===== config.mk =====
export PLATFORM = sky130hd
export DESIGN_NAME = ordered_key_list_engine
export DESIGN_NICKNAME = d
export VERILOG_FILES = /design/src/sv/okl_pkg.sv /design/src/sv/okl_ram.sv /design/src/sv/okl_ctrl.sv /design/src/sv/ordered_key_list_engine.sv
export VERILOG_INCLUDE_DIRS = /design/src /design/src/sv
export SDC_FILE = /design/constraint.sdc
export NUM_CORES = 1
export LEC_CHECK = 0
export BUFFER_PORTS_ARGS = -buffer_cell sky130_fd_sc_hd__buf_2
export CAP_MARGIN = 10
export CORE_UTILIZATION = 40
export CTS_CLUSTER_SIZE = 20
export DETAILED_ROUTE_END_ITERATION = 12
export GPL_ROUTABILITY_DRIVEN = 0
export GPL_TIMING_DRIVEN = 0
export PLACE_DENSITY_LB_ADDON = 0.2
export SYNTH_ARGS = -nofsm -noshare
export SYNTH_HDL_FRONTEND = slang
export SYNTH_HIERARCHICAL = 1
export SYNTH_SLANG_ARGS = --single-unit

===== constraint.sdc =====
create_clock -name clk -period 5.29 [get_ports clk]
set_input_delay 0 -clock clk [delete_from_list [all_inputs] [get_ports clk]]
set_output_delay 0 -clock clk [all_outputs]
set_load 0.02 [all_outputs]

===== src/sv/assert_macros.svh =====
// Assertion helpers used by okl_ctrl.
`ifndef ASSERT_MACROS_SVH
`define ASSERT_MACROS_SVH

// Same-cycle implication, disabled while reset is asserted.
`define OKL_ASSERT_NOW(lbl, clk, rst_n, ante, cons) \
	lbl: assert property (@(posedge clk) disable iff (!rst_n) (ante) |-> (cons)) \
	else $error("assertion failed");

// Next-cycle implication, disabled while reset is asserted.
`define OKL_ASSERT_NEXT(lbl, clk, rst_n, ante, cons) \
	lbl: assert property (@(posedge clk) disable iff (!rst_n) (ante) |=> (cons)) \
	else $error("assertion failed");

`endif


===== src/sv/okl_pkg.sv =====
package okl_pkg;

	localparam int KEY_W = 32;
	localparam int MODE_W = 3;
	localparam int POS_W = 5;
	localparam int STATUS_W = 2;
	localparam int FOUND_W = 4;
	localparam int COUNT_W = 5;

	// Request codes.
	typedef enum logic [MODE_W-1:0] {
		MODE_INS_HEAD = 3'd0,
		MODE_INS_TAIL = 3'd1,
		MODE_INS_POS  = 3'd2,
		MODE_REMOVE   = 3'd3,
		MODE_SEARCH   = 3'd4
	} mode_t;

	// Result status codes.
	typedef enum logic [STATUS_W-1:0] {
		STAT_OK      = 2'd0,
		STAT_FULL    = 2'd1,
		STAT_MISSING = 2'd2,
		STAT_BADPOS  = 2'd3
	} status_t;

	// Sequencer states.
	typedef enum logic [2:0] {
		ST_IDLE,
		ST_SCAN,
		ST_SHIFT_UP,
		ST_SHIFT_DN,
		ST_DRAIN,
		ST_PUT,
		ST_RESP
	} state_t;

	// Strobes from the sequencer to the key memory.
	typedef struct packed {
		logic wr_en;
		logic rd_en;
	} ram_ctl_t;

endpackage


===== src/sv/okl_ram.sv =====
module okl_ram #(
	parameter int DEPTH = 16,
	parameter int AW = 4
) (
	input  logic                      clk,
	input  okl_pkg::ram_ctl_t         ctl,
	input  logic [AW-1:0]             wr_addr,
	input  logic signed [okl_pkg::KEY_W-1:0] wr_data,
	input  logic [AW-1:0]             rd_addr,
	output logic signed [okl_pkg::KEY_W-1:0] rd_data
);
	import okl_pkg::*;

	logic signed [KEY_W-1:0] mem [DEPTH];
	logic signed [KEY_W-1:0] rd_data_q;

	// One write port.
	always_ff @(posedge clk) begin
		if (ctl.wr_en) begin
			mem[wr_addr] <= wr_data;
		end
	end

	// One registered read port.
	always_ff @(posedge clk) begin
		if (ctl.rd_en) begin
			rd_data_q <= mem[rd_addr];
		end
	end

	assign rd_data = rd_data_q;

endmodule


===== src/sv/okl_ctrl.sv =====
`include "assert_macros.svh"

module okl_ctrl #(
	parameter int CAPACITY = 16,
	parameter int IW = 4,
	parameter int CW = 5
) (
	input  logic                          clk,
	input  logic                          arst_n,
	input  logic                          start,
	input  logic [okl_pkg::MODE_W-1:0]    mode,
	input  logic signed [okl_pkg::KEY_W-1:0] key,
	input  logic [okl_pkg::POS_W-1:0]     insert_position,
	output logic                          busy,
	output logic                          done,
	output logic [okl_pkg::STATUS_W-1:0]  status,
	output logic signed [okl_pkg::KEY_W-1:0] removed_key,
	output logic [okl_pkg::FOUND_W-1:0]   found_index,
	output logic [okl_pkg::COUNT_W-1:0]   entry_count,
	output okl_pkg::ram_ctl_t             ram_ctl,
	output logic [IW-1:0]                 wr_addr,
	output logic signed [okl_pkg::KEY_W-1:0] wr_data,
	output logic [IW-1:0]                 rd_addr,
	input  logic signed [okl_pkg::KEY_W-1:0] rd_data
);
	import okl_pkg::*;

	localparam int CMPW = (CW > POS_W) ? CW : POS_W;

	state_t                  state_q, state_d;
	logic [MODE_W-1:0]       mode_q;
	logic signed [KEY_W-1:0] key_q;
	logic signed [KEY_W-1:0] removed_q;
	status_t                 status_q;
	logic [IW-1:0]           found_q;
	logic [CW-1:0]           occ_q;
	logic [IW-1:0]           tgt_q;
	logic [IW-1:0]           cur_q;
	logic                    more_q;
	logic                    rv_s1;
	logic [IW-1:0]           ridx_s1;

	logic                    accept;
	logic                    is_insert;
	logic                    is_lookup;
	logic                    full;
	logic                    bad_pos;
	logic [CW-1:0]           put_pos;
	logic [IW-1:0]           last;
	logic                    hit;
	logic                    scan_end;
	logic                    is_remove_q;

	assign accept = start && (state_q == ST_IDLE);
	assign is_insert = (mode == MODE_INS_HEAD) || (mode == MODE_INS_TAIL)
		|| (mode == MODE_INS_POS);
	assign is_lookup = (mode == MODE_REMOVE) || (mode == MODE_SEARCH);
	assign full = (occ_q == CW'(CAPACITY));
	assign bad_pos = (mode == MODE_INS_POS) && (CMPW'(insert_position) > CMPW'(occ_q));
	assign last = IW'(occ_q - CW'(1));
	assign is_remove_q = (mode_q == MODE_REMOVE);

	// Shared key comparator on the registered memory read.
	assign hit = rv_s1 && (rd_data == key_q);
	assign scan_end = rv_s1 && (hit || (ridx_s1 == last));

	// Insert position for the accepted request.
	always_comb begin
		priority if (mode == MODE_INS_HEAD) begin
			put_pos = '0;
		end else if (mode == MODE_INS_TAIL) begin
			put_pos = occ_q;
		end else begin
			put_pos = CW'(insert_position);
		end
	end

	// Next-state logic.
	always_comb begin
		state_d = state_q;
		unique case (state_q)
			ST_IDLE: begin
				if (accept) begin
					if (is_insert) begin
						if (full || bad_pos) begin
							state_d = ST_RESP;
						end else if (put_pos == occ_q) begin
							state_d = ST_PUT;
						end else begin
							state_d = ST_SHIFT_UP;
						end
					end else if (is_lookup && (occ_q != '0)) begin
						state_d = ST_SCAN;
					end else begin
						state_d = ST_RESP;
					end
				end
			end
			ST_SCAN: begin
				if (scan_end) begin
					if (hit && is_remove_q && (ridx_s1 != last)) begin
						state_d = ST_SHIFT_DN;
					end else begin
						state_d = ST_RESP;
					end
				end
			end
			ST_SHIFT_UP: begin
				if (cur_q == tgt_q) begin
					state_d = ST_DRAIN;
				end
			end
			ST_SHIFT_DN: begin
				if (cur_q == last) begin
					state_d = ST_DRAIN;
				end
			end
			ST_DRAIN: begin
				state_d = is_remove_q ? ST_RESP : ST_PUT;
			end
			ST_PUT: begin
				state_d = ST_RESP;
			end
			ST_RESP: begin
				state_d = ST_IDLE;
			end
			default: begin
				state_d = ST_IDLE;
			end
		endcase
	end

	// Memory strobes and addresses.
	always_comb begin
		ram_ctl = '0;
		rd_addr = cur_q;
		wr_addr = tgt_q;
		wr_data = rd_data;
		unique case (state_q)
			ST_SCAN: begin
				ram_ctl.rd_en = more_q && !scan_end;
			end
			ST_SHIFT_UP: begin
				ram_ctl.rd_en = 1'b1;
				ram_ctl.wr_en = rv_s1;
				wr_addr = ridx_s1 + IW'(1);
			end
			ST_SHIFT_DN: begin
				ram_ctl.rd_en = 1'b1;
				ram_ctl.wr_en = rv_s1;
				wr_addr = ridx_s1 - IW'(1);
			end
			ST_DRAIN: begin
				ram_ctl.wr_en = 1'b1;
				wr_addr = is_remove_q ? (ridx_s1 - IW'(1)) : (ridx_s1 + IW'(1));
			end
			ST_PUT: begin
				ram_ctl.wr_en = 1'b1;
				wr_data = key_q;
			end
			default: begin
				ram_ctl = '0;
			end
		endcase
	end

	// Control registers.
	always_ff @(posedge clk or negedge arst_n) begin
		if (!arst_n) begin
			state_q <= ST_IDLE;
			occ_q <= '0;
			rv_s1 <= 1'b0;
			more_q <= 1'b0;
		end else begin
			state_q <= state_d;
			rv_s1 <= ram_ctl.rd_en;
			if (state_q == ST_IDLE) begin
				more_q <= 1'b1;
			end else if ((state_q == ST_SCAN) && ram_ctl.rd_en) begin
				more_q <= (cur_q != last);
			end
			if ((state_q == ST_PUT)
				|| ((state_q == ST_DRAIN) && is_remove_q)
				|| ((state_q == ST_SCAN) && hit && is_remove_q && (ridx_s1 == last))) begin
				occ_q <= (state_q == ST_PUT) ? (occ_q + CW'(1)) : (occ_q - CW'(1));
			end
		end
	end

	// Request and result payload registers.
	always_ff @(posedge clk) begin
		if (ram_ctl.rd_en) begin
			ridx_s1 <= cur_q;
		end
		unique case (state_q)
			ST_IDLE: begin
				if (accept) begin
					mode_q <= mode;
					key_q <= key;
					removed_q <= '0;
					found_q <= '0;
					tgt_q <= IW'(put_pos);
					cur_q <= is_insert ? last : '0;
					if (is_insert && full) begin
						status_q <= STAT_FULL;
					end else if (is_insert && bad_pos) begin
						status_q <= STAT_BADPOS;
					end else if (is_lookup && (occ_q == '0)) begin
						status_q <= STAT_MISSING;
					end else begin
						status_q <= STAT_OK;
					end
				end
			end
			ST_SCAN: begin
				if (ram_ctl.rd_en) begin
					cur_q <= cur_q + IW'(1);
				end
				if (hit) begin
					if (is_remove_q) begin
						removed_q <= key_q;
						cur_q <= ridx_s1 + IW'(1);
					end else begin
						found_q <= ridx_s1;
					end
				end else if (scan_end) begin
					status_q <= STAT_MISSING;
				end
			end
			ST_SHIFT_UP: begin
				cur_q <= cur_q - IW'(1);
			end
			ST_SHIFT_DN: begin
				cur_q <= cur_q + IW'(1);
			end
			default: begin
				cur_q <= cur_q;
			end
		endcase
	end

	assign busy = (state_q != ST_IDLE);
	assign done = (state_q == ST_RESP);
	assign status = status_q;
	assign removed_key = removed_q;
	assign found_index = FOUND_W'(found_q);
	assign entry_count = COUNT_W'(occ_q);

	// The count never passes the capacity.
	`OKL_ASSERT_NOW(a_occ_bound, clk, arst_n, 1'b1, occ_q <= CW'(CAPACITY))
	// The count only moves on the way into a result cycle.
	`OKL_ASSERT_NOW(a_occ_moves_at_resp, clk, arst_n, !$stable(occ_q), state_q == ST_RESP)
	// A full status is given only with a full list.
	`OKL_ASSERT_NOW(a_full_status, clk, arst_n, done && (status_q == STAT_FULL),
		occ_q == CW'(CAPACITY))
	// The memory is never written outside a request.
	`OKL_ASSERT_NOW(a_no_idle_write, clk, arst_n, ram_ctl.wr_en,
		(state_q != ST_IDLE) && (state_q != ST_RESP))
	// An accepted request always leaves idle.
	`OKL_ASSERT_NEXT(a_accept_busy, clk, arst_n, accept, busy)

endmodule


===== src/sv/ordered_key_list_engine.sv =====
// Ordered key list: one request per transfer, one result strobe per request.
// Requests that touch no entry go straight to the result state; an insert at the end
// writes the key first, and a remove walks and shifts the key memory before the result.
// The walk and the shift move one entry a cycle; busy falls the cycle after done,
// so a new request is taken only once the last one is finished. The receiver cannot stall.
// Reset (arst_n low) empties the list at once; key memory is not cleared.
module ordered_key_list_engine #(
	parameter int CAPACITY = 16
) (
	input  logic                             clk,
	input  logic                             arst_n,
	input  logic                             start,
	input  logic [okl_pkg::MODE_W-1:0]       mode,
	input  logic signed [okl_pkg::KEY_W-1:0] key,
	input  logic [okl_pkg::POS_W-1:0]        insert_position,
	output logic                             busy,
	output logic                             done,
	output logic [okl_pkg::STATUS_W-1:0]     status,
	output logic signed [okl_pkg::KEY_W-1:0] removed_key,
	output logic [okl_pkg::FOUND_W-1:0]      found_index,
	output logic [okl_pkg::COUNT_W-1:0]      entry_count
);
	import okl_pkg::*;

	localparam int IW = $clog2(CAPACITY);
	localparam int CW = $clog2(CAPACITY + 1);

	ram_ctl_t                ram_ctl;
	logic [IW-1:0]           wr_addr;
	logic [IW-1:0]           rd_addr;
	logic signed [KEY_W-1:0] wr_data;
	logic signed [KEY_W-1:0] rd_data;

	// Sequencer with the shared comparator and index counter.
	okl_ctrl #(
		.CAPACITY(CAPACITY),
		.IW(IW),
		.CW(CW)
	) u_ctrl (
		.clk(clk),
		.arst_n(arst_n),
		.start(start),
		.mode(mode),
		.key(key),
		.insert_position(insert_position),
		.busy(busy),
		.done(done),
		.status(status),
		.removed_key(removed_key),
		.found_index(found_index),
		.entry_count(entry_count),
		.ram_ctl(ram_ctl),
		.wr_addr(wr_addr),
		.wr_data(wr_data),
		.rd_addr(rd_addr),
		.rd_data(rd_data)
	);

	// Key storage in list order.
	okl_ram #(
		.DEPTH(CAPACITY),
		.AW(IW)
	) u_ram (
		.clk(clk),
		.ctl(ram_ctl),
		.wr_addr(wr_addr),
		.wr_data(wr_data),
		.rd_addr(rd_addr),
		.rd_data(rd_data)
	);

endmodule

==> summary.txt, run 1 <==
Type of the setup path with the least slack - register to register
Class of the tightest hold or removal check - input port to register
Highest clock frequency the design can meet - 0.2481 GHz
Relative slew slack - 0.2602
Via Count - 14030
Status - finished, final reports clean
Net Count, Synth - 1439
Min cycle time layout - 4.031 ns
Top-level I/O count - 88
Sum of internal, switching and leakage power - 18.61 mW
Clock insertion delay at the later pin of the skew report - 0.62 ns
Die ar. - 65130 um2
Number of violations reported at the end of detailed-routing iteration 0 - 1452
Filler-free cell count of the finished design - 2522
Launching instance or port of the critical path - u_ctrl/state_q[0]
Initial antenna violation count - 2
First-pass GRT wire length - 95280 um
Via-to-Cell Ratio - 5.562
Worst-case setup slack after placement - 1.407 ns
Reg-to-reg endpoint - u_ram/mem[11][11]
Most frequent standard cell in the layout excluding fill and tap cells - edfxtp_1
Tot GR Track Use - 0.2074
Count of endpoints failing hold in the final timing report - 0
Crit share post-route - 0.7619
Total overflow reported by the global router - 0
Count of buffers added by post-CTS timing repair for setup - 0
Routed wire length - 66180 um
Effective utilization at floorplan - 0.4058
Met1 track utilization from global routing - 0.2867
Top flip-flop cell by instance count after synthesis - edfxtp_1
Count of placed standard cells including taps - 2356
Final worst slack - 1.259 ns
Largest voltage drop on the vdd net - 0.0002617 V
Number of gates given a new drive strength after cts - 0
Routed length per placed instance - 26.24 um
Proportion of synthesized flip-flops having asynchronous set or reset - 0.01565
Final clock skew - 0.03411 ns
Number of enable-type register cells in the synthesized netlist - 629
Crit-path max FO - 19
Cell count of the worst reg-to-reg path - 8
Leakage power - 10.10 nW
CTS root buf - clkbuf_16
Worst EP arrival - 4.32 ns
Gate Count Post-Synth - 1384
Final setup viols - 0
Pwr per Cell Area - 608.5 nW/um2
Input/output buffers - 87
Post-DP HPWL - 43240 um
Number of placement rows - 92
Number of warnings printed during yosys synthesis - 6
Proportion of layout cells with a drive suffix above 1 - 0.2394
Post-synthesis sequential area ratio - 0.7463
Endpoint class of the critical path - register
CTS tree - built
Post-synthesis average cell area - 18.53 um2
Net count, final - 1678
Final Max Tran Viols - 0
Startpoint of the lowest-slack register-to-register path - u_ctrl/state_q[0]
Post-route DRC violation count - 0
Critical path data required time - 5.58 ns
Critical Path Source Type - register
Cts bufs inserted - 69
Global-route track usage on met3 - 0.03997
Post-CTS clock slew at the launch and capture registers of the worst setup and hold paths - 0.06 ns
Number of distinct standard cells referenced by the synthesized netlist - 69
Unrepaired setup endpoints after global routing - no
Post-synth design cell area - 25650 um2
Number of sinks on the clock net - 639
Setup slack of the most critical reg-to-reg path - 1.26 ns
GRT busiest layer - met2
Post-DRT Antenna Nets - 0
Commonest non-fill, non-tap cells in the layout - 629 x edfxtp_1, 162 x nand2_1, 128 x mux4_2, 94 x buf_2, 69 x clkbuf_16
#FFs+latches synth - 639
Core box area - 63200 um2
Horizontal extent of the die - 255.2 um
Global-route track usage on met2 - 0.3324
Tightest Pin Transition - 1.102 ns
Number of global-route vias before repair - 13870
H-tree depth - 3
CTS Hold Buffers Added - 42
Maximum clock insertion buffer count - 3
Length of the first detailed-routing pass in iterations - 5
Largest net degree at the start of global routing - 29
Capture point of the critical path - u_ram/mem[11][11]
Reported max-cap violation count - 0
Die Y-Extent - 255.2 um
Layout overhead on the synthesized area - 19.22%
-- layer usage --
| layer | part of all wire | up-vias |
|---|---|---|
| met2 | 0.48 | 583 |
| met5 | 0 | - |
| li1 | - | 6027 |
| met1 | 0.42 | 7317 |
| met3 | 0.076 | 101 |
| met4 | 0.022 | 0 |
-- cells in the mapped netlist (all sizes together), types with 3 or more instances --
| master | n | area (um2) |
|---|---|---|
| a211oi | 3 | 27.52 |
| a21boi | 4 | 30.02 |
| a21o | 3 | 22.52 |
| a21oi | 16 | 91.34 |
| a22oi | 66 | 495.5 |
| and2 | 37 | 231.5 |
| and3 | 5 | 31.28 |
| buf | 30 | 155.1 |
| clkbuf | 34 | 127.6 |
| dfrtp | 10 | 250.2 |
| edfxtp | 629 | 18890 |
| ha | 12 | 150.1 |
| inv | 13 | 48.80 |
| mux2i | 4 | 40.04 |
| mux4 | 128 | 2883 |
| nand2 | 162 | 608.1 |
| nand2b | 7 | 43.79 |
| nand3 | 15 | 80.08 |
| nand3b | 4 | 30.03 |
| nand4 | 14 | 93.84 |
| nor2 | 32 | 120.1 |
| nor2b | 7 | 43.79 |
| nor3 | 11 | 60.06 |
| nor4 | 4 | 25.02 |
| o21ai | 24 | 123.9 |
| o22ai | 4 | 25.02 |
| or2 | 3 | 18.77 |
| or3 | 4 | 30.03 |
| or4 | 6 | 48.80 |
| or4b | 3 | 30.03 |
| xnor2 | 43 | 376.6 |
| xor2 | 14 | 122.6 |
-- per-stage QoR --
stage / TNS (ns) / hold slack (ns) / utilization / cell area, um2
after floorplan: 0 / -0.2956 / - / 25650
after global placement: -525.40 / -0.1156 / 0.4295 / 27140
after detailed placement: 0 / -0.1114 / 0.4426 / 27970
after CTS: 0 / 0.05630 / 0.4838 / 30570
after global routing: 0 / 0.07955 / 0.4838 / 30570
final: 0 / 0.08739 / 0.4838 / 30580
-- state kept, by name, summed over array words and instances, names as in the netlist, 2 cells and up --
| register | cells |
|---|---|
| u_ctrl/key_q | 32 |
| u_ctrl/state_q | 3 |
| u_ctrl/rd_addr | 4 |
| u_ctrl/entry_count | 5 |
| u_ram/mem | 512 |
| u_ctrl/removed_key | 32 |
| u_ctrl/tgt_q | 4 |
| u_ctrl/mode_q | 3 |
| u_ctrl/status | 2 |
| u_ram/rd_data | 32 |
| u_ctrl/found_index | 4 |
| u_ctrl/ridx_s1 | 4 |
-- critical path: stages (launching register included) --
cell	delay (ns)
dfrtp_1	0.43
clkbuf_1	0.26
inv_1	0.12
clkbuf_1	0.41
a31oi_1	0.15
o221ai_1	0.72
nand2_1	0.46
nor2_4	0.86
buf_16	0.25
-- worst min path at each step --
stage / startpoint / end / slack, ns / cells past startpoint
floorplan: arst_n / u_ctrl/entry_count[0] / -0.30 / 0
global placement: arst_n / u_ctrl/more_q / -0.12 / 1
detailed placement: arst_n / u_ctrl/more_q / -0.11 / 1
CTS: key[14] / u_ctrl/key_q[14] / 0.06 / 2
global route: key[14] / u_ctrl/key_q[14] / 0.08 / 2
finish: key[19] / u_ctrl/key_q[19] / 0.09 / 2
-- power breakdown --
part / switching [mW] / leakage (nW) / internal (mW)
sequential: 0.398 / 5.86 / 7.35
clock: 1.97 / 1.07 / 2.71
combinational: 3.99 / 3.17 / 2.18
-- cells by family after synthesis --
family	synth area share
XOR/XNOR	0.02034
multiplexers	0.1144
AO/OA/AOI/OAI	0.03893
buffers and inverters	0.01322
adder cells (fa/ha/maj)	0.005854
AND/OR/NAND/NOR	0.06098
flip-flops	0.7463
-- area by class of cell --
| class | count | area [um2] |
|---|---|---|
| Timing Repair Buffer | 168 | 1564 |
| Multi-Input combinational cell | 666 | 6291 |
| Tap cell | 846 | 1059 |
| Sequential cell | 639 | 19140 |
| Fill cell | 5213 | 32620 |
| Buffer | 64 | 282.8 |
| Antenna cell | 1 | 2.502 |
| Inverter | 15 | 56.30 |
| Clock inverter | 39 | 399.1 |
| Clock buffer | 84 | 1783 |
(Power assumes the default switching activity.)
==> run 2, diff against run 1 <==
- ABC_AREA: default -> 1
- clock period: 5.29 -> 3.5 ns (I/O delays scaled with it)
==> run 2 against run 1 <==
  * Routed wire length rose by 30%
  * Critical path depth up 2
  * First-iteration DRC count is 39% higher
  * Sequential share of layout area decreased by 6.1 points
  * Utilization shrank 0.32 points
  * Largest power group is now combinational logic
  * Global-route usage is 2.8 points higher
  * Critical path type unchanged
  * Largest cell class unchanged
==> summary.txt, run 2 <==
Post-synth top area share - 0.6585 (-0.07800)
Sum of internal, switching and leakage power - 31.83 mW (+71%)
Post-synthesis average cell area - 10.18 um2 (-45%)
Proportion of synthesized flip-flops having asynchronous set or reset - 0.01565 (unchanged)
Die Y-Extent - 269.8 um (+5.7%)
Number of violations reported at the end of detailed-routing iteration 0 - 2022 (+39%)
Cell count of the worst reg-to-reg path - 10 (+2)
Flip-flop count of the largest register after layout - 512 (unchanged)
Dominant cells by area after synthesis - edfxtp_1 66%, nand2_1 12%, nand3_1 7.1%
Die ar. - 72780 um2 (+12%)
Register with the highest flop count - u_ram/mem
Tot GR Track Use - 0.2359 (+0.02842)
Final setup viols - 0 (unchanged)
Post-route DRC violation count - 0 (unchanged)
Number of buffers and inverters on the critical path - 3 (-1)
CTS root buf - clkbuf_16
Min cycle time layout - 3.301 ns (-0.7297 ns)
Most used cell along the critical path - nor2_1
Final core utilization - 0.4807 (-0.003174)
CTS tree - built
Crit share post-route - 0.9431 (+0.1812)
Critical path data required time - 3.80 ns (-1.78 ns)
Net count, final - 3128 (+86%)
Post-CTS clock slew at the launch and capture registers of the worst setup and hold paths - 0.06 ns (about the same)
H-tree depth - 3 (unchanged)
Post-synthesis sequential area ratio - 0.6672 (-0.07904)
Stages on the worst setup path - 10 (+2)
#FFs+latches synth - 639 (unchanged)
Horizontal extent of the die - 269.8 um (+5.7%)
Cell type with the largest total area after synthesis - edfxtp_1
Top sig layer - met4
Commonest non-fill, non-tap cells in the layout - 901 x nand2_1, 629 x edfxtp_1, 477 x inv_1, 408 x nand3_1, 137 x buf_2
Capture point of the critical path - u_ram/mem[2][13]
Type of the setup path with the least slack - register to register
Initial antenna violation count - 0 (-2)
Crit-path max FO - 18 (-1)
Number of placement rows - 97 (+5.4%)
Launching instance or port of the critical path - u_ctrl/state_q[2]
Class of the tightest hold or removal check - input port to register
Leakage power - 14.50 nW (+44%)
Total overflow reported by the global router - 0 (unchanged)
Count of endpoints failing hold in the final timing report - 0 (unchanged)
Cts bufs inserted - 72 (+4.3%)
Reg-to-reg endpoint - u_ram/mem[2][13]
Cell with the most instances after synthesis - nand2_1
Setup slack of the most critical reg-to-reg path - 0.20 ns (-1.06 ns)
Via-to-Cell Ratio - 5.119 (-8.0%)
Routed length on met2 - 41480 um (+31%)
Input/output buffers - 87 (unchanged)
Number of warnings printed during yosys synthesis - 6 (unchanged)
Largest voltage drop on the vdd net - 0.0005715 V (+120%)
Top-level I/O count - 88 (unchanged)
Tightest Pin Transition - 1.160 ns (+0.05727 ns)
Startpoint of the lowest-slack register-to-register path - u_ctrl/state_q[2]
Worst EP arrival - 3.60 ns (-0.72 ns)
Maximum clock insertion buffer count - 3 (unchanged)
Routed length per placed instance - 21.17 um (-19%)
Met1 Routed Length - 35440 um (+26%)
First-pass GRT wire length - 126400 um (+33%)
Most frequent standard cell in the layout excluding fill and tap cells - nand2_1
Number of distinct standard cells referenced by the synthesized netlist - 45 (-35%)
Gate Count Post-Synth - 2819 (+100%)
Clock insertion delay at the later pin of the skew report - 0.62 ns (about the same)
Effective utilization at floorplan - 0.4068 (+0.0009649)
Net Count, Synth - 2874 (+100%)
Number of global-route vias before repair - 19850 (+43%)
Endpoint class of the critical path - register
Critical path's slowest cell - nor2_4
Largest net degree at the start of global routing - 43 (+48%)
Top flip-flop cell by instance count after synthesis - edfxtp_1
Final clock skew - 0.02569 ns (-0.008415 ns)
Relative slew slack - 0.2270 (-0.03325)
Status - finished, final reports clean
Core box area - 70510 um2 (+12%)
Post-DP HPWL - 57670 um (+33%)
Layout overhead on the synthesized area - 18.16%
Pwr per Cell Area - 939.2 nW/um2 (+54%)
Most used standard cells in the synthesized netlist - 902 x nand2_1, 629 x edfxtp_1, 477 x inv_1
Largest stage delay on the critical path - 0.64 ns (-0.22 ns)
Largest delay share family, worst path - simple AND/OR/NAND/NOR gates
Proportion of layout cells with a drive suffix above 1 - 0.1212 (-0.1182)
Final Max Tran Viols - 0 (unchanged)
Routed wire length - 86120 um (+30%)
Post-DRT Antenna Nets - 0 (unchanged)
Fill cell instance count of the final layout - 6374 (+22%)
Post-synth design cell area - 28680 um2 (+12%)
Met3 routed wirelength - 6497 um (+28%)
Total inserted antenna cells - 0 (-1)
Length of the first detailed-routing pass in iterations - 6 (+1)
Number of sinks on the clock net - 639 (unchanged)
Reported max-cap violation count - 0 (unchanged)
Via Count - 20830 (+48%)
Source of the worst hold timing path - key[18]
Number of enable-type register cells in the synthesized netlist - 629 (unchanged)
Highest clock frequency the design can meet - 0.3029 GHz (+22%)
Critical Path Source Type - register
Critical path cell sequence - nor2_1, inv_1, nor2_1, inv_1, nand2_1, nor2_1, o21ai_0, nand2_1, nor2_4, buf_12
run 2: worst register-to-register path: cells and delay by family (launching register included):
kind	cells	cell delay [ns]
simple gates	6	1.53
buf+inv	3	0.56
flops	1	0.46
compound gates	1	0.42
run 2: report_power, final:
group / internal (mW) / total [mW] / switching (mW)
combinational: 3.43 / 12.6 / 9.12
clock: 4.55 / 7.57 / 3.02
sequential: 11.2 / 11.7 / 0.527
run 2: how the worst min path moves through the flow:
stage	end	slack, ns	depth (start not counted)
floorplan	u_ctrl/entry_count[0]	-0.30	0
global placement	u_ctrl/entry_count[2]	-0.11	1
detailed placement	u_ctrl/entry_count[2]	-0.10	1
CTS	u_ctrl/key_q[18]	0.06	2
global route	u_ctrl/key_q[18]	0.08	2
finish	u_ctrl/key_q[18]	0.09	2
run 2: repair_timing:
item | CTS | global route
setup endpoints to repair | 0 | 144
buffers inserted | 0 | 7
gates resized for setup | 0 | 3
hold buffers | 42 | 0
hold endpoints to repair | 56 | 0
run 2: metrics by stage:
stage,setup TNS (ns),hold slack [ns],cells,worst slack (ns),instance area (um2)
floorplan,0,-0.2956,2819,0.2663,28680
global placement,-1004.77,-0.1090,3846,-2.031,30300
detailed placement,0,-0.1039,3890,0.07011,30990
CTS,0,0.06299,4061,0.02739,33770
global route,-1.784,0.08096,4068,-0.09164,33890
finish,0,0.09348,4068,0.1990,33890
run 2: routing by layer:
metal | up-vias | global-route usage
li1 | 9649 | -
met4 | 0 | 0.08448
met5 | - | 0
met3 | 152 | 0.03218
met2 | 887 | 0.3939
met1 | 10140 | 0.3143
run 2: area by class of cell:
class / count / area, um2 / area share
Buffer: 120 / 772.0 / 0.02278
Clock buffer: 90 / 1954 / 0.05766
Clock inverter: 39 / 402.9 / 0.01189
Inverter: 496 / 1867 / 0.05508
Multi-Input combinational cell: 1564 / 7047 / 0.2079
Sequential cell: 639 / 19140 / 0.5647
Tap cell: 940 / 1176 / 0.03470
Timing Repair Buffer: 180 / 1535 / 0.04530
run 2: kinds of logic after synthesis:
group | share of synthesized area
XOR/XNOR | 0.008157
adder cells (fa/ha/maj) | 0.005234
flip-flops | 0.6672
buffers and inverters | 0.09200
AO/OA/AOI/OAI | 0.01549
AND/OR/NAND/NOR | 0.2119
==> run 3, diff against run 2 <==
- CORE_ASPECT_RATIO: default -> 1.4
- GPL_TIMING_DRIVEN: 0 -> default
==> run 3 against run 2 <==
  * First-iteration DRC count fell by 9.7%
  * Critical path depth fell by 1
  * Register-to-register slack gained 0.05 ns
  * Clock power shrank 9.5%
  * Final area is 2.5% lower
  * Routed wire length down 14%
  * Non-clock buffer count is 101 lower
  * Critical path type unchanged
  * Cell count down 2.9%
  * Utilization down 1.3 points
  * Sequential cell count did not move
  * Sequential share of layout area grew 1.5 points
==> summary.txt, run 3 (same netlist as run 2, synthesis figures left out) <==
Status - finished, final reports clean
Largest stage delay on the critical path - 0.62 ns (-0.02 ns)
Post-DP HPWL - 45170 um (-22%)
Top-level I/O count - 88 (unchanged)
Number of violations reported at the end of detailed-routing iteration 0 - 1825 (-9.7%)
Input/output buffers - 87 (unchanged)
Total overflow reported by the global router - 0 (unchanged)
Final clock skew - 0.02894 ns (+0.003249 ns)
Cts bufs inserted - 60 (-17%)
Crit share post-route - 0.9281 (-0.01508)
Largest net degree at the start of global routing - 137 (+220%)
Via Count - 19580 (-6.0%)
Layout overhead on the synthesized area - 15.19%
Post-CTS clock slew at the launch and capture registers of the worst setup and hold paths - 0.06 ns (about the same)
Die ar. - 72800 um2 (about the same)
Routed length per placed instance - 18.85 um (-11%)
Leakage power - 14.03 nW (-3.2%)
Storage cell area - 19140 um2 (unchanged)
CTS tree - built
Proportion of layout cells with a drive suffix above 1 - 0.1026 (-0.01857)
Post-DRT Antenna Nets - 0 (unchanged)
Largest voltage drop on the vdd net - 0.0005358 V (-6.3%)
Sum Neg Setup Slack - 0 ns (unchanged)
Number of gates given a new drive strength after cts - 0 (unchanged)
Critical path data required time - 3.80 ns (about the same)
Worst-case setup slack after placement - 0.4265 ns (+0.3564 ns)
Worst EP arrival - 3.55 ns (-0.05 ns)
Final Max Tran Viols - 0 (unchanged)
Pwr per Cell Area - 907.9 nW/um2 (-3.3%)
Horizontal extent of the die - 228.3 um (-15%)
Final worst slack - 0.2518 ns (+0.05278 ns)
Initial antenna violation count - 1 (+1)
Most frequent standard cell in the layout excluding fill and tap cells - nand2_1
Commonest non-fill, non-tap cells in the layout - 902 x nand2_1, 629 x edfxtp_1, 475 x inv_1, 408 x nand3_1, 87 x buf_2
Critical Path Source Type - register
Number of sinks on the clock net - 639 (unchanged)
Clock insertion delay at the later pin of the skew report - 0.64 ns (+0.02 ns)
First-pass GRT wire length - 113200 um (-10%)
Post-route DRC violation count - 0 (unchanged)
Number of placement rows - 115 (+19%)
Net count, final - 3015 (-3.6%)
Reported max-cap violation count - 0 (unchanged)
CTS Hold Buffers Added - 42 (unchanged)
Post-route design area - 33040 um2 (-2.5%)
Class of the tightest hold or removal check - input port to register
Tightest Pin Transition - 1.217 ns (+0.05757 ns)
Number of global-route vias before repair - 18990 (-4.3%)
Effective utilization at floorplan - 0.4060 (-0.0007780)
CTS root buf - clkbuf_16
Area used by multi-input combinational logic - 7068 um2 (+0.30%)
Min cycle time layout - 3.248 ns (-0.05278 ns)
Routed wire length - 74440 um (-14%)
Placed Instance Area - 30540 um2 (-1.5%)
Maximum clock insertion buffer count - 3 (unchanged)
Fill cell instance count of the final layout - 6441 (+1.1%)
Type of the setup path with the least slack - register to register
Length of the first detailed-routing pass in iterations - 5 (-1)
Relative slew slack - 0.1832 (-0.04382)
Unrepaired setup endpoints after global routing - no
Tot GR Track Use - 0.2048 (-0.03111)
Register with the highest flop count - u_ram/mem
Count of endpoints failing hold in the final timing report - 0 (unchanged)
Highest clock frequency the design can meet - 0.3079 GHz (+1.6%)
Count of buffers added by post-CTS timing repair for setup - 0 (unchanged)
Crit-path max FO - 22 (+4)
Flip-flop count of the largest register after layout - 512 (unchanged)
Core box area - 70650 um2 (+0.19%)
Via-to-Cell Ratio - 4.957 (-3.2%)
H-tree depth - 2 (-1)
Final setup viols - 0 (unchanged)
Die Y-Extent - 318.9 um (+18%)
Critical path cell sequence - inv_1, nor2_1, nand2_1, o21ai_0, nor2_1, o21ai_0, nand2_1, nor2_4, buf_4
Endpoint class of the critical path - register
Critical path's slowest cell - o21ai_0
run 3: cell types whose count changed in the layout (fill, tap and decap cells not counted), moves of 4 or more:
cell	delta
buf_2	-50
clkinv_2	-5
clkbuf_1	-26
clkbuf_8	+4
buf_12	+5
buf_1	-15
buf_4	+17
o21ai_2	+5
buf_6	-32
o21ai_1	-7
clkbuf_16	-14
run 3: critical path, delay by kind of cell, from the launching register on:
family                 cells  cell delay, ns
buffers and inverters      2            0.53
AND/OR/NAND/NOR            5            1.07
flip-flops                 1            0.49
AO/OA/AOI/OAI              2            0.80
run 3: final timing paths:
kind	to	from	slack, ns	cells past startpoint
setup / recovery	u_ram/mem[11][15]	u_ctrl/state_q[2]	0.25	9
hold / removal	u_ctrl/key_q[28]	key[28]	0.07	2
setup reg to reg	u_ram/mem[11][15]	u_ctrl/state_q[2]	0.25	9
hold reg to reg	u_ctrl/more_q	u_ctrl/more_q	0.57	2
max in group asynchronous	u_ctrl/more_q	arst_n	2.73	3
min in group asynchronous	u_ctrl/entry_count[2]	arst_n	0.40	3
run 3: stage by stage:
step / hold WS [ns] / instances / total power [mW] / util
detailed placement: -0.1107 / 3791 / 23.24 / 0.4323
floorplan: -0.2956 / 2819 / 19.03 / -
global route: 0.04588 / 3948 / 31.63 / 0.4676
global placement: -0.1159 / 3791 / 23.06 / 0.4323
CTS: 0.03012 / 3947 / 30.17 / 0.4674
finish: 0.07123 / 3950 / 30.00 / 0.4677
run 3: per-layer routing:
| metal | wire length [um] | part of all wire | track usage | up-vias |
|---|---|---|---|---|
| met4 | 2526 | 0.034 | 0.07651 | 0 |
| met5 | 0 | 0 | 0 | - |
| met1 | 31530 | 0.42 | 0.2675 | 9398 |
| met2 | 36110 | 0.49 | 0.3466 | 620 |
| li1 | - | - | - | 9407 |
| met3 | 4272 | 0.057 | 0.02718 | 154 |
run 3: area by class of cell:
class	count	area share
multi-input combinational	1564	0.2139
antenna	2	0.0001515
tap	936	0.03545
clock inverter	36	0.01246
sequential	639	0.5792
inverter	496	0.05665
timing repair buffer	199	0.05215
clock buffer	78	0.04999
run 3: power by group:
group / switching, mW / leakage, nW / internal [mW]
logic: 8.37 / 7.16 / 3.06
registers: 0.546 / 5.85 / 11.2
clock network: 2.87 / 1.01 / 3.98
total: 11.8 / 14.0 / 18.2
